File: src/sv/polyphase_fir_resampler_top_macros.svh
// Assertion macros shared by the resampler RTL.
`ifndef POLYPHASE_FIR_RESAMPLER_TOP_MACROS_SVH
`define POLYPHASE_FIR_RESAMPLER_TOP_MACROS_SVH

// Same-cycle implication, checked out of reset.
`define PFR_ASSERT_IMP(NAME, CK, RS, ANTE, CONS) \
  NAME: assert property (@(posedge CK) disable iff (RS) (ANTE) |-> (CONS)) \
    else $error("resampler assertion failed");

// Next-cycle implication, checked out of reset.
`define PFR_ASSERT_NEXT(NAME, CK, RS, ANTE, CONS) \
  NAME: assert property (@(posedge CK) disable iff (RS) (ANTE) |=> (CONS)) \
    else $error("resampler assertion failed");

`endif

File: src/sv/pfr_pkg.sv
// Shared types, constants and rounding function of the polyphase resampler.
package pfr_pkg;

  localparam int SAMPLE_WIDTH = 16;
  localparam int COEF_WIDTH   = 16;
  localparam int MAX_TAPS     = 64;
  localparam int MAX_FACTOR   = 16;

  localparam int TAP_AW    = $clog2(MAX_TAPS);
  localparam int PHASE_W   = $clog2(MAX_FACTOR);
  localparam int FACTOR_W  = 5;
  localparam int NTAPS_W   = 7;
  localparam int CIDX_W    = 6;
  localparam int CFG_AW    = 3;
  localparam int CFG_DW    = 16;
  localparam int PROD_W    = SAMPLE_WIDTH + COEF_WIDTH;
  localparam int ACC_WIDTH = PROD_W + TAP_AW;
  localparam int SHIFT_W   = ACC_WIDTH - COEF_WIDTH + 1;

  localparam logic [CFG_AW-1:0] REG_MODE       = 3'd0;
  localparam logic [CFG_AW-1:0] REG_FACTOR     = 3'd1;
  localparam logic [CFG_AW-1:0] REG_NUM_TAPS   = 3'd2;
  localparam logic [CFG_AW-1:0] REG_COEF_INDEX = 3'd3;
  localparam logic [CFG_AW-1:0] REG_COEF_VALUE = 3'd4;

  typedef logic signed [SAMPLE_WIDTH-1:0] sample_t;
  typedef logic signed [COEF_WIDTH-1:0]   coef_t;
  typedef logic signed [ACC_WIDTH-1:0]    acc_t;

  typedef enum logic [1:0] {
    ST_IDLE,
    ST_ISSUE,
    ST_FINISH
  } state_t;

  // Write and read requests toward the tap and coefficient memories.
  typedef struct packed {
    logic              dl_we;
    logic [TAP_AW-1:0] dl_waddr;
    sample_t           dl_wdata;
    logic              cf_we;
    logic [TAP_AW-1:0] cf_waddr;
    coef_t             cf_wdata;
    logic              rd_en;
    logic [TAP_AW-1:0] dl_raddr;
    logic [TAP_AW-1:0] cf_raddr;
  } mem_req_t;

  localparam acc_t ROUND_BIAS = ACC_WIDTH'(1) <<< (COEF_WIDTH - 2);
  localparam logic signed [SHIFT_W-1:0] SAT_MAX = SHIFT_W'((1 << (SAMPLE_WIDTH - 1)) - 1);
  localparam logic signed [SHIFT_W-1:0] SAT_MIN = -SHIFT_W'(1 << (SAMPLE_WIDTH - 1));

  // Round half up from the product format to the sample format and saturate.
  function automatic sample_t round_sat(input acc_t a);
    acc_t                      r;
    logic signed [SHIFT_W-1:0] s;
    sample_t                   y;
    r = a + ROUND_BIAS;
    s = $signed(r[ACC_WIDTH-1:COEF_WIDTH-1]);
    if (s > SAT_MAX) begin
      y = SAT_MAX[SAMPLE_WIDTH-1:0];
    end else if (s < SAT_MIN) begin
      y = SAT_MIN[SAMPLE_WIDTH-1:0];
    end else begin
      y = s[SAMPLE_WIDTH-1:0];
    end
    return y;
  endfunction

endpackage

File: src/sv/pfr_store.sv
// Tap history and coefficient memories with per-entry valid flags.
module pfr_store
  import pfr_pkg::*;
(
  input  logic     clk,
  input  logic     rst,
  input  mem_req_t req,
  output sample_t  x,
  output coef_t    c,
  output logic     rd_valid
);

  sample_t             dl_mem [MAX_TAPS];
  coef_t               cf_mem [MAX_TAPS];
  logic [MAX_TAPS-1:0] dl_vld;
  logic [MAX_TAPS-1:0] cf_vld;
  sample_t             x_raw;
  coef_t               c_raw;
  logic                x_ok;
  logic                c_ok;

  always_ff @(posedge clk) begin
    if (req.dl_we) begin
      dl_mem[req.dl_waddr] <= req.dl_wdata;
    end
    if (req.cf_we) begin
      cf_mem[req.cf_waddr] <= req.cf_wdata;
    end
    if (req.rd_en) begin
      x_raw <= dl_mem[req.dl_raddr];
      c_raw <= cf_mem[req.cf_raddr];
      x_ok  <= dl_vld[req.dl_raddr];
      c_ok  <= cf_vld[req.cf_raddr];
    end
  end

  // Entries never written read as zero.
  always_ff @(posedge clk) begin
    if (rst) begin
      dl_vld   <= '0;
      cf_vld   <= '0;
      rd_valid <= 1'b0;
    end else begin
      if (req.dl_we) begin
        dl_vld[req.dl_waddr] <= 1'b1;
      end
      if (req.cf_we) begin
        cf_vld[req.cf_waddr] <= 1'b1;
      end
      rd_valid <= req.rd_en;
    end
  end

  assign x = x_ok ? x_raw : '0;
  assign c = c_ok ? c_raw : '0;

endmodule

File: src/sv/pfr_mac.sv
// Registered multiply followed by accumulate, with rounded result.
module pfr_mac
  import pfr_pkg::*;
(
  input  logic    clk,
  input  logic    rst,
  input  logic    clear,
  input  logic    in_valid,
  input  sample_t x,
  input  coef_t   c,
  output logic    busy,
  output sample_t result
);

  logic signed [PROD_W-1:0] prod;
  logic                     prod_v;
  acc_t                     acc;

  always_ff @(posedge clk) begin
    if (in_valid) begin
      prod <= x * c;
    end
    if (clear) begin
      acc <= '0;
    end else if (prod_v) begin
      acc <= acc + ACC_WIDTH'(prod);
    end
  end

  always_ff @(posedge clk) begin
    if (rst) begin
      prod_v <= 1'b0;
    end else begin
      prod_v <= in_valid;
    end
  end

  assign busy   = prod_v;
  assign result = round_sat(acc);

endmodule

File: src/sv/polyphase_fir_resampler_top.sv
// Decimate: only a sample whose phase matches the target runs the filter and registers a result.
// Interpolate: each request is served by one shared multiply-accumulate that reads one tap
//   and one coefficient per cycle from the memories; a new request waits until it is done.
// Decimate accepts a sample that emits nothing without leaving idle; a factor or length write then
//   holds off requests while the decimation phase is recomputed.
// Reset (synchronous, active high) clears control registers and valid flags; no memory sweep.
module polyphase_fir_resampler_top
  import pfr_pkg::*;
(
  input  logic              clk,
  input  logic              rst,
  // sample request channel
  input  logic              in_valid,
  output logic              in_stall,
  input  sample_t           sample,
  // result channel
  output logic              out_valid,
  input  logic              out_stall,
  output sample_t           out_sample,
  output logic              last,
  // register write channel
  input  logic              cfg_valid,
  output logic              cfg_ready,
  input  logic [CFG_AW-1:0] cfg_index,
  input  logic [CFG_DW-1:0] cfg_data
);

`include "polyphase_fir_resampler_top_macros.svh"

  // Configuration registers.
  logic                mode;
  logic [FACTOR_W-1:0] factor;
  logic [NTAPS_W-1:0]  num_taps;
  logic [CIDX_W-1:0]   coef_index;

  logic [FACTOR_W-1:0] m_eff;
  logic [NTAPS_W-1:0]  n_eff;
  logic                cfg_we;

  // Decimation phase target: (M - N mod M) mod M by repeated subtraction.
  logic                tgt_start;
  logic                tgt_busy;
  logic [NTAPS_W-1:0]  rem;
  logic [PHASE_W-1:0]  tgt;

  // Sequencer.
  state_t              state, state_next;
  logic [TAP_AW-1:0]   head, head_next;
  logic [TAP_AW-1:0]   base, base_next;
  logic [PHASE_W-1:0]  phase_cnt, phase_next;
  logic [PHASE_W-1:0]  q, q_next;
  logic [NTAPS_W-1:0]  ca, ca_next;
  logic [TAP_AW-1:0]   d, d_next;
  logic [NTAPS_W-1:0]  step;
  logic                accept;
  logic                emit_last;
  logic                load_out;
  logic                mac_clear;
  logic                pipe_busy;

  logic                out_valid_next;
  sample_t             out_sample_next;
  logic                last_next;

  mem_req_t            req;
  sample_t             x_rd;
  coef_t               c_rd;
  logic                rd_valid;
  logic                mac_busy;
  sample_t             mac_result;

  assign cfg_ready = 1'b1;
  assign cfg_we    = cfg_valid & cfg_ready;

  // Clamp the factor to 1..MAX_FACTOR and the length to MAX_TAPS.
  always_comb begin
    if (factor == '0) begin
      m_eff = FACTOR_W'(1);
    end else if (factor > FACTOR_W'(MAX_FACTOR)) begin
      m_eff = FACTOR_W'(MAX_FACTOR);
    end else begin
      m_eff = factor;
    end
    n_eff = (num_taps > NTAPS_W'(MAX_TAPS)) ? NTAPS_W'(MAX_TAPS) : num_taps;
  end

  always_ff @(posedge clk) begin
    if (rst) begin
      mode       <= 1'b0;
      factor     <= FACTOR_W'(1);
      num_taps   <= NTAPS_W'(1);
      coef_index <= '0;
    end else if (cfg_we) begin
      unique case (cfg_index)
        REG_MODE:       mode       <= cfg_data[0];
        REG_FACTOR:     factor     <= cfg_data[FACTOR_W-1:0];
        REG_NUM_TAPS:   num_taps   <= cfg_data[NTAPS_W-1:0];
        REG_COEF_INDEX: coef_index <= cfg_data[CIDX_W-1:0];
        default: ;
      endcase
    end
  end

  // Start the target pass in the cycle after a factor or length write (the
  // clamped values are settled by then); a later write restarts the pass.
  always_ff @(posedge clk) begin
    if (rst) begin
      tgt_start <= 1'b0;
      tgt_busy  <= 1'b0;
      tgt       <= '0;
    end else begin
      tgt_start <= cfg_we && (cfg_index == REG_FACTOR || cfg_index == REG_NUM_TAPS);
      if (tgt_start) begin
        rem      <= n_eff;
        tgt_busy <= 1'b1;
      end else if (tgt_busy) begin
        if (rem >= NTAPS_W'(m_eff)) begin
          rem <= rem - NTAPS_W'(m_eff);
        end else begin
          tgt_busy <= 1'b0;
          tgt      <= (rem == '0) ? '0 : PHASE_W'(m_eff - rem[FACTOR_W-1:0]);
        end
      end
    end
  end

  // Take one sample at a time; hold off while a target pass runs.
  assign in_stall  = (state != ST_IDLE) | tgt_busy | tgt_start;
  assign accept    = in_valid & ~in_stall;
  assign pipe_busy = rd_valid | mac_busy;
  assign step      = mode ? NTAPS_W'(m_eff) : NTAPS_W'(1);
  assign emit_last = ~mode | ({1'b0, q} == m_eff - FACTOR_W'(1));

  always_ff @(posedge clk) begin
    if (rst) begin
      state     <= ST_IDLE;
      head      <= '0;
      phase_cnt <= '0;
      out_valid <= 1'b0;
    end else begin
      state     <= state_next;
      head      <= head_next;
      phase_cnt <= phase_next;
      out_valid <= out_valid_next;
    end
  end

  always_ff @(posedge clk) begin
    base       <= base_next;
    q          <= q_next;
    ca         <= ca_next;
    d          <= d_next;
    out_sample <= out_sample_next;
    last       <= last_next;
  end

  always_comb begin
    state_next      = state;
    head_next       = head;
    base_next       = base;
    phase_next      = phase_cnt;
    q_next          = q;
    ca_next         = ca;
    d_next          = d;
    out_valid_next  = out_valid & out_stall;
    out_sample_next = out_sample;
    last_next       = last;
    req             = '0;
    mac_clear       = 1'b0;
    load_out        = 1'b0;

    // Coefficient writes go straight into their memory.
    if (cfg_we && cfg_index == REG_COEF_VALUE) begin
      req.cf_we    = 1'b1;
      req.cf_waddr = coef_index[TAP_AW-1:0];
      req.cf_wdata = cfg_data[COEF_WIDTH-1:0];
    end

    unique case (state)
      ST_IDLE: begin
        if (accept) begin
          // Write the newest sample at the head of the circular history.
          req.dl_we    = 1'b1;
          req.dl_waddr = head;
          req.dl_wdata = sample;
          head_next    = head + TAP_AW'(1);
          base_next    = head;
          phase_next   = ({1'b0, phase_cnt} + FACTOR_W'(1) >= m_eff) ? '0
                                                                     : phase_cnt + PHASE_W'(1);
          q_next       = '0;
          ca_next      = '0;
          d_next       = '0;
          if (mode || phase_cnt == tgt) begin
            mac_clear  = 1'b1;
            state_next = ST_ISSUE;
          end
        end
      end
      ST_ISSUE: begin
        // Read one tap/coefficient pair per cycle until the index leaves the filter.
        if (ca < n_eff) begin
          req.rd_en    = 1'b1;
          req.dl_raddr = base - d;
          req.cf_raddr = ca[TAP_AW-1:0];
          ca_next      = ca + step;
          d_next       = d + TAP_AW'(1);
        end else begin
          state_next = ST_FINISH;
        end
      end
      ST_FINISH: begin
        // Drain the multiply pipeline, then post the result once the output register is free.
        if (!pipe_busy && (!out_valid || !out_stall)) begin
          load_out        = 1'b1;
          out_valid_next  = 1'b1;
          out_sample_next = mac_result;
          last_next       = emit_last;
          if (emit_last) begin
            state_next = ST_IDLE;
          end else begin
            q_next     = q + PHASE_W'(1);
            ca_next    = NTAPS_W'(q) + NTAPS_W'(1);
            d_next     = '0;
            mac_clear  = 1'b1;
            state_next = ST_ISSUE;
          end
        end
      end
      default: begin
        state_next = ST_IDLE;
      end
    endcase
  end

  pfr_store u_store (
    .clk      (clk),
    .rst      (rst),
    .req      (req),
    .x        (x_rd),
    .c        (c_rd),
    .rd_valid (rd_valid)
  );

  pfr_mac u_mac (
    .clk      (clk),
    .rst      (rst),
    .clear    (mac_clear),
    .in_valid (rd_valid),
    .x        (x_rd),
    .c        (c_rd),
    .busy     (mac_busy),
    .result   (mac_result)
  );

  `PFR_ASSERT_IMP(a_accept_idle, clk, rst, accept, state == ST_IDLE && !tgt_busy)
  `PFR_ASSERT_IMP(a_emit_drained, clk, rst, load_out, !mac_busy && !rd_valid)
  `PFR_ASSERT_NEXT(a_last_ends_item, clk, rst, load_out && last_next, state == ST_IDLE)
  `PFR_ASSERT_IMP(a_target_in_range, clk, rst, !tgt_busy && !tgt_start,
                  FACTOR_W'(tgt) < m_eff)

endmodule
File: config.mk
export PLATFORM = sky130hd
export DESIGN_NAME = polyphase_fir_resampler_top
export DESIGN_NICKNAME = d
export VERILOG_FILES = /design/src/sv/pfr_pkg.sv /design/src/sv/pfr_store.sv /design/src/sv/pfr_mac.sv /design/src/sv/polyphase_fir_resampler_top.sv
export VERILOG_INCLUDE_DIRS = /design/src /design/src/sv
export SDC_FILE = /design/constraint.sdc
export NUM_CORES = 2
export LEC_CHECK = 0
export ABC_AREA = 1
export BUFFER_PORTS_ARGS = -buffer_cell sky130_fd_sc_hd__buf_2
export CAP_MARGIN = 30
export CORE_UTILIZATION = 45
export DETAILED_ROUTE_END_ITERATION = 10
export PLACE_DENSITY_LB_ADDON = 0.12
export SYNTH_ARGS = -nofsm -noshare
export SYNTH_HDL_FRONTEND = slang
export SYNTH_HIERARCHICAL = 1
export SYNTH_SLANG_ARGS = --single-unit
File: constraint.sdc
create_clock -name clk -period 10.5 [get_ports clk]
set_clock_uncertainty 0.15 [all_clocks]
set_input_delay 2.1 -clock clk [delete_from_list [all_inputs] [get_ports clk]]
set_output_delay 2.1 -clock clk [all_outputs]
set_load 0.02 [all_outputs]
Word level (Yosys, flattened, before mapping)

Memory sizes are Yosys's and may differ from the RTL's. A register that Yosys moved wholly into a read port is not among the register bits.
Cells that the tools add are included.

Register bits: 287
Latch bits: 0
RAM bits: 2048
Bits in read-only memories: 0
Input port bits: 40
Output and inout port bits: 20
Word-level logic and storage cells: 172
Memories kept: 2

Memory list:

| memory         | words | bits a word | rd ports | clocked after memory_dff | wr ports | line            | RTL |
|---|---|---|---|---|---|---|---|
| u_store.cf_mem | 64    | 16          | 1        | 1                        | 1        | pfr_store.sv:14 | `coef_t cf_mem [MAX_TAPS];` |
| u_store.dl_mem | 64    | 16          | 1        | 1                        | 1        | pfr_store.sv:13 | `sample_t dl_mem [MAX_TAPS];` |

Add/subtract/negate cells: 13
$mul: 1
Divide/modulo/power cells: 0
Order comparisons: 13
Eq/ne operators: 14
Shift-type cells: 0
Muxes and demuxes: 59
Bitwise gates (word level): 13
Reduce and logical (&&, ||, !) cells: 31

Operator list:

| cell                   | count |
|---|---|
| $or 64x64->64          | 2 |
| $mux 23                | 3 |
| $mux 7                 | 8 |
| $mux 16                | 3 |
| $add 38x16->38 const B | 1 |
| $add 38x32->38         | 1 |
| $mul 16x16->32         | 1 |
| $lt 6x7->1 const B     | 4 |
| $mux 13                | 2 |
| $mux 6                 | 4 |
| $gt 23x16->1 const B   | 1 |
| $lt 23x16->1 const B   | 1 |
| $pmux 7 s3             | 1 |
| $mux 4                 | 5 |
| $mux 1                 | 18 |
| $pmux 6 s3             | 1 |
| $mux 5                 | 3 |
| $add 6x1->6 const B    | 2 |
| $bmux 1 s6             | 2 |
| $demux 1 s6            | 2 |
| $ge 6x1->1 const B     | 2 |
| $ne 2x2->1 const B     | 6 |
| $reduce_and 2->1       | 6 |
| $add 4x1->5 const B    | 2 |
| other kinds (37)       | 63 |

Depth between registers and ports, before layout

Word-level depth: 12
Depth in mapped cells: 31
Depth with buffers taken out: 27

Cells and area by module

The synthesis kept the hierarchy.

Modules (own cells, without submodules):

| module                      | times used | cells an instance | area each (um^2) | seq. area each (um^2) |
|---|---|---|---|---|
| pfr_store                   | 1          | 7863              | 89472.1          | 65102.4 |
| pfr_mac                     | 1          | 2321              | 16388.2          | 1741.7 |
| polyphase_fir_resampler_top | 1          | 644               | 5074.9           | 2172.1 |

Least setup slack after synthesis

No wires, ideal clock.

Path type: register to register
Start point: register u_store.c_ok
End point: register u_mac.prod[27] (data pin)
Setup time: 0.253 ns
Arrival: 5.967 ns
Required time: 10.097 ns
Setup slack: 4.131 ns
Cell stages (with the launch flop): 26
Path buffers: 4
Clock period less this slack: 6.369 ns
Path through: edfxtp_1 clkbuf_1 clkbuf_1 nand2_1 inv_1 clkbuf_1 clkbuf_1 nand2_1 inv_1 fa_1 inv_1 fa_1 inv_1 fa_1 fa_1 fa_1 inv_1 fa_1 inv_1 ha_1 nand2_1 nor2_1 nand2_1 or2_2 nand4_1 nand2_1

Cells in the longest elaborated chain, start to end: 2

RTL lines:

| item                     | line                              | RTL |
|---|---|---|
| start: declaration       | pfr_store.sv:20                   | `logic c_ok;` |
| start signal: assignment | pfr_store.sv:33                   | `c_ok <= cf_vld[req.cf_raddr];` |
| $mux 16                  | pfr_store.sv:55                   | `assign c = c_ok ? c_raw : '0;` |
| net c_rd[6]              | polyphase_fir_resampler_top.sv:67 | `coef_t c_rd;` |
| $mul 16x16->32           | pfr_mac.sv:21                     | `prod <= x * c;` |
| end signal: assignment   | pfr_mac.sv:21                     |  |
| end: declaration         | pfr_mac.sv:15                     | `logic signed [PROD_W-1:0] prod;` |

The timed path passes the listed nets, and every way through them passes these cells.
A chain may end at the register's enable or synchronous reset.

Worst setup path after layout

Start point: register u_store.x_ok
End point: register u_mac.prod[28] (data pin)

Cells in the longest elaborated chain, start to end: 2

RTL lines:

| item                     | line                              | RTL |
|---|---|---|
| start: declaration       | pfr_store.sv:19                   | `logic x_ok;` |
| start signal: assignment | pfr_store.sv:32                   | `x_ok <= dl_vld[req.dl_raddr];` |
| $mux 16                  | pfr_store.sv:54                   | `assign x = x_ok ? x_raw : '0;` |
| net x_rd[15]             | polyphase_fir_resampler_top.sv:66 | `sample_t x_rd;` |
| $mul 16x16->32           | pfr_mac.sv:21                     |  |

The timed path passes the listed nets, and every way through them passes these cells.

==> impl_metrics.ini <==
[timing]
setup_slack_ps = 3500
holdWs_ps = 305
finalSetupViolCount = 0
setup_tns_ps = 0
hold_viol_final = 0
tightest_slew_ps = 1100
slew_violations = 0
fin_crit_ps = 7000
fmaxAchievable_ghz = 0.143
rsz0062_at_grt = no
finalCritPeriodShare_pct = 66.7
max_slew_margin_pct = 26.5

[power]
power.density_nw_per_um2 = 256
power.share.sequential_pct = 35.3
p_clk_share_pct = 28.8
ir_drop_mv = 0.372
p_int_w = 0.0196
leakage_nw = 49.5
switching_share_pct = 37.6
comb_power_share_pct = 35.9
switching_power_w = 0.0118

[yosys]
synth_warnings = 6
synth_ff_type = edfxtp_1
async_reset_ff_share_pct = 0
muxShareOfSynthArea_pct = 0
yosys.area_share.adder_pct = 6.60
synth-compound-area-share_pct = 1.47
postSynthAreaPerCell_um2 = 10.2
ys_types = 47
synth_top_family_by_area = simple AND/OR/NAND/NOR gates
synth_seq_area_share_pct = 62.2
synth.cell_area_um2 = 111000
synth_nets = 11293
synthSimpleGateAreaFrac_pct = 23.4
ys_ff_latch = 2367
synthXorXnorAreaFrac_pct = 0.624
synth-edff-count = 2161
syn_inst = 10828

[cts]
cts.htree.levels = 5
cts.sinks = 2367
cts_tree = done
cts_setup_buffers = 0
clk_latency_ps = 940
cts_max_path_buffers = 4
cts_resized = 0
cts.clk_slew.worst_paths_ps = 60
clockRootBuffer = clkbuf_16
cts_buffers = 279
cts_hold_buf = 0

[setup_path]
critPathMaxFanout = 16
path_class = flop to flop
startpoint_type = flop
reg2reg_to = u_mac/prod[28]
crit_slowest_cell = edfxtp_1
critPathMaxStageDelay_ps = 620
reg2reg_depth = 22
r2r-start = u_store/x_ok
arrival_ps = 7480
end_kind = flop
required_ps = 10980
r2r_slack_ps = 3500
cp_cell_sequence = nand2_1, inv_1, nand2_1, inv_1, fa_1, inv_1, fa_1, inv_1, fa_1, fa_1, fa_1, inv_1, fa_1, inv_1, ha_1, a21oi_1, o21ai_0, nand2_1, o211ai_1, a31oi_1, nand2_1, xor2_1

[global_route]
grt_max_degree = 210
antenna_found_initial = 7
grt_overflow_total = 0
grt_use_total_pct = 25.6
grt_pass1_vias = 74914
grt_pass1_wl_um = 481000

[route]
vias_per_cell = 5.45
wl_um = 321000
wl_per_cell_um = 22.6
drtPass1Iterations = 6
vias = 77468
drc = 0
dr.first_iter.drc_count = 7646
drtAntennaViolNets = 0

[floorplan]
die-area_um2 = 249000
start_util_pct = 45.4
io_pins = 60
die_h_um = 499
coreArea_um2 = 244000
die_w_um = 499
placementRows = 181

[outcome]
status = finished, final reports clean

[placed_design]
hpwl_um = 191000
preCtsSetupSlack_ps = 3300
port_buffers = 58
gp_congestion = 0.885

[layout]
syn_to_final_growth_pct = 11.0
drive_gt1_share_pct = 6.88
layout_common_cells = 3,486 x nand2_1, 2,161 x edfxtp_1, 1,918 x nand3_1
final_common_cell = nand2_1
layout.nets = 11280

[worst_hold_path]
min-delay-start = coef_index[3]
hold_class = flop to flop
min_path_cells = 2
whs_endpoint = coef_index[3]

[flow_run]
max_cap_violations = 0
[critical path: cells and delay by family (launching register included)]
family / cells / cell delay [ps]
AOI/OAI and AO/OA: 4 / 700
xor gates and xnor gates: 1 / 140
adders and majority gates: 7 / 3340
buffers and inverters: 6 / 1310
DFF: 1 / 620
and+or+nand+nor: 4 / 460
[area by class of cell]
| type | instances | area (µm²) |
|---|---|---|
| tap | 3202 | 4010 |
| timing repair buffer | 281 | 2310 |
| clock inverter | 88 | 662 |
| inverter | 873 | 3320 |
| fill | 21974 | 121000 |
| clock buffer | 392 | 7780 |
| antenna | 2 | 5.00 |
| multi-input combinational | 7013 | 36000 |
| sequential | 2367 | 69000 |
[worst max-delay path by stage]
| stage | start | to | slack, ps | depth (start not counted) |
|---|---|---|---|---|
| CTS | u_store/x_ok | u_mac/prod[28] | 3310 | 22 |
| floorplan | u_store/c_ok | u_mac/prod[27] | 4130 | 25 |
| detailed placement | u_store/c_ok | u_mac/prod[28] | 3300 | 22 |
| global route | u_store/x_ok | u_mac/prod[28] | 2840 | 22 |
| global placement | u_store/c_ok | u_mac/prod[30] | 3290 | 23 |
| finish | u_store/x_ok | u_mac/prod[28] | 3500 | 22 |
[stage by stage]
stage | instance area [µm²] | utilization [%] | power, W | std cells
after floorplan | 111000 | - | 0.0190 | 10828
after global placement | 114000 | 46.8 | 0.0227 | 13717
after detailed placement | 115000 | 46.9 | 0.0227 | 13734
after CTS | 123000 | 50.4 | 0.0318 | 14214
after global routing | 123000 | 50.4 | 0.0334 | 14217
final | 123000 | 50.4 | 0.0315 | 14218
[synth_stat cells, types with 96 or more instances]
cell type  count  share of area [%]
o21ai_0       96               0.43
buf_2        240                1.1
nand3_1     1919                8.7
a21oi_1      150               0.68
dfxtp_1      206                3.7
fa_1         267                4.8
nand2_1     3486                 12
nor2_1       687                2.3
edfxtp_1    2161                 58
clkbuf_1     188               0.64
ha_1         158                1.8
inv_1        857                2.9
[power by group through the flow]
| stage | clock, W | combinational [W] | sequential [W] |
|---|---|---|---|
| floorplan | 0 | 0.00775 | 0.0112 |
| global placement | 0 | 0.0114 | 0.0113 |
| detailed placement | 0 | 0.0114 | 0.0113 |
| CTS | 0.00922 | 0.0114 | 0.0111 |
| global route | 0.00955 | 0.0127 | 0.0111 |
| finish | 0.00905 | 0.0113 | 0.0111 |
[layer usage]
| metal | GRT usage, % | vias up | wire length [µm] |
|---|---|---|---|
| li1 | - | 36069 | - |
| met1 | 35.7 | 38158 | 140000 |
| met2 | 41.2 | 2745 | 149000 |
| met3 | 3.29 | 494 | 21100 |
| met4 | 8.82 | 2 | 11200 |
| met5 | 0 | - | 241 |
[state kept, by name (all words and copies together) (netlist names), 5 cells and up]
signal          flops
u_store/cf_mem   1024
u_store/dl_mem   1024
u_store/cf_vld     64
u_store/dl_vld     64
u_mac/acc          38
u_mac/prod         32
out_sample         16
u_store/c_raw      16
u_store/x_raw      16
ca                  7
num_taps            7
rem                 7
base                6
coef_index          6
d                   6
head                6
factor              5
[cell families after synthesis]
family | Yosys count
compound gates | 301
xor+xnor | 79
fa+ha+maj | 425
buf+inv | 1448
flops | 2367
other cells | 1
simple gates | 6207
No activity file was read; power rests on OpenSTA's default activity.
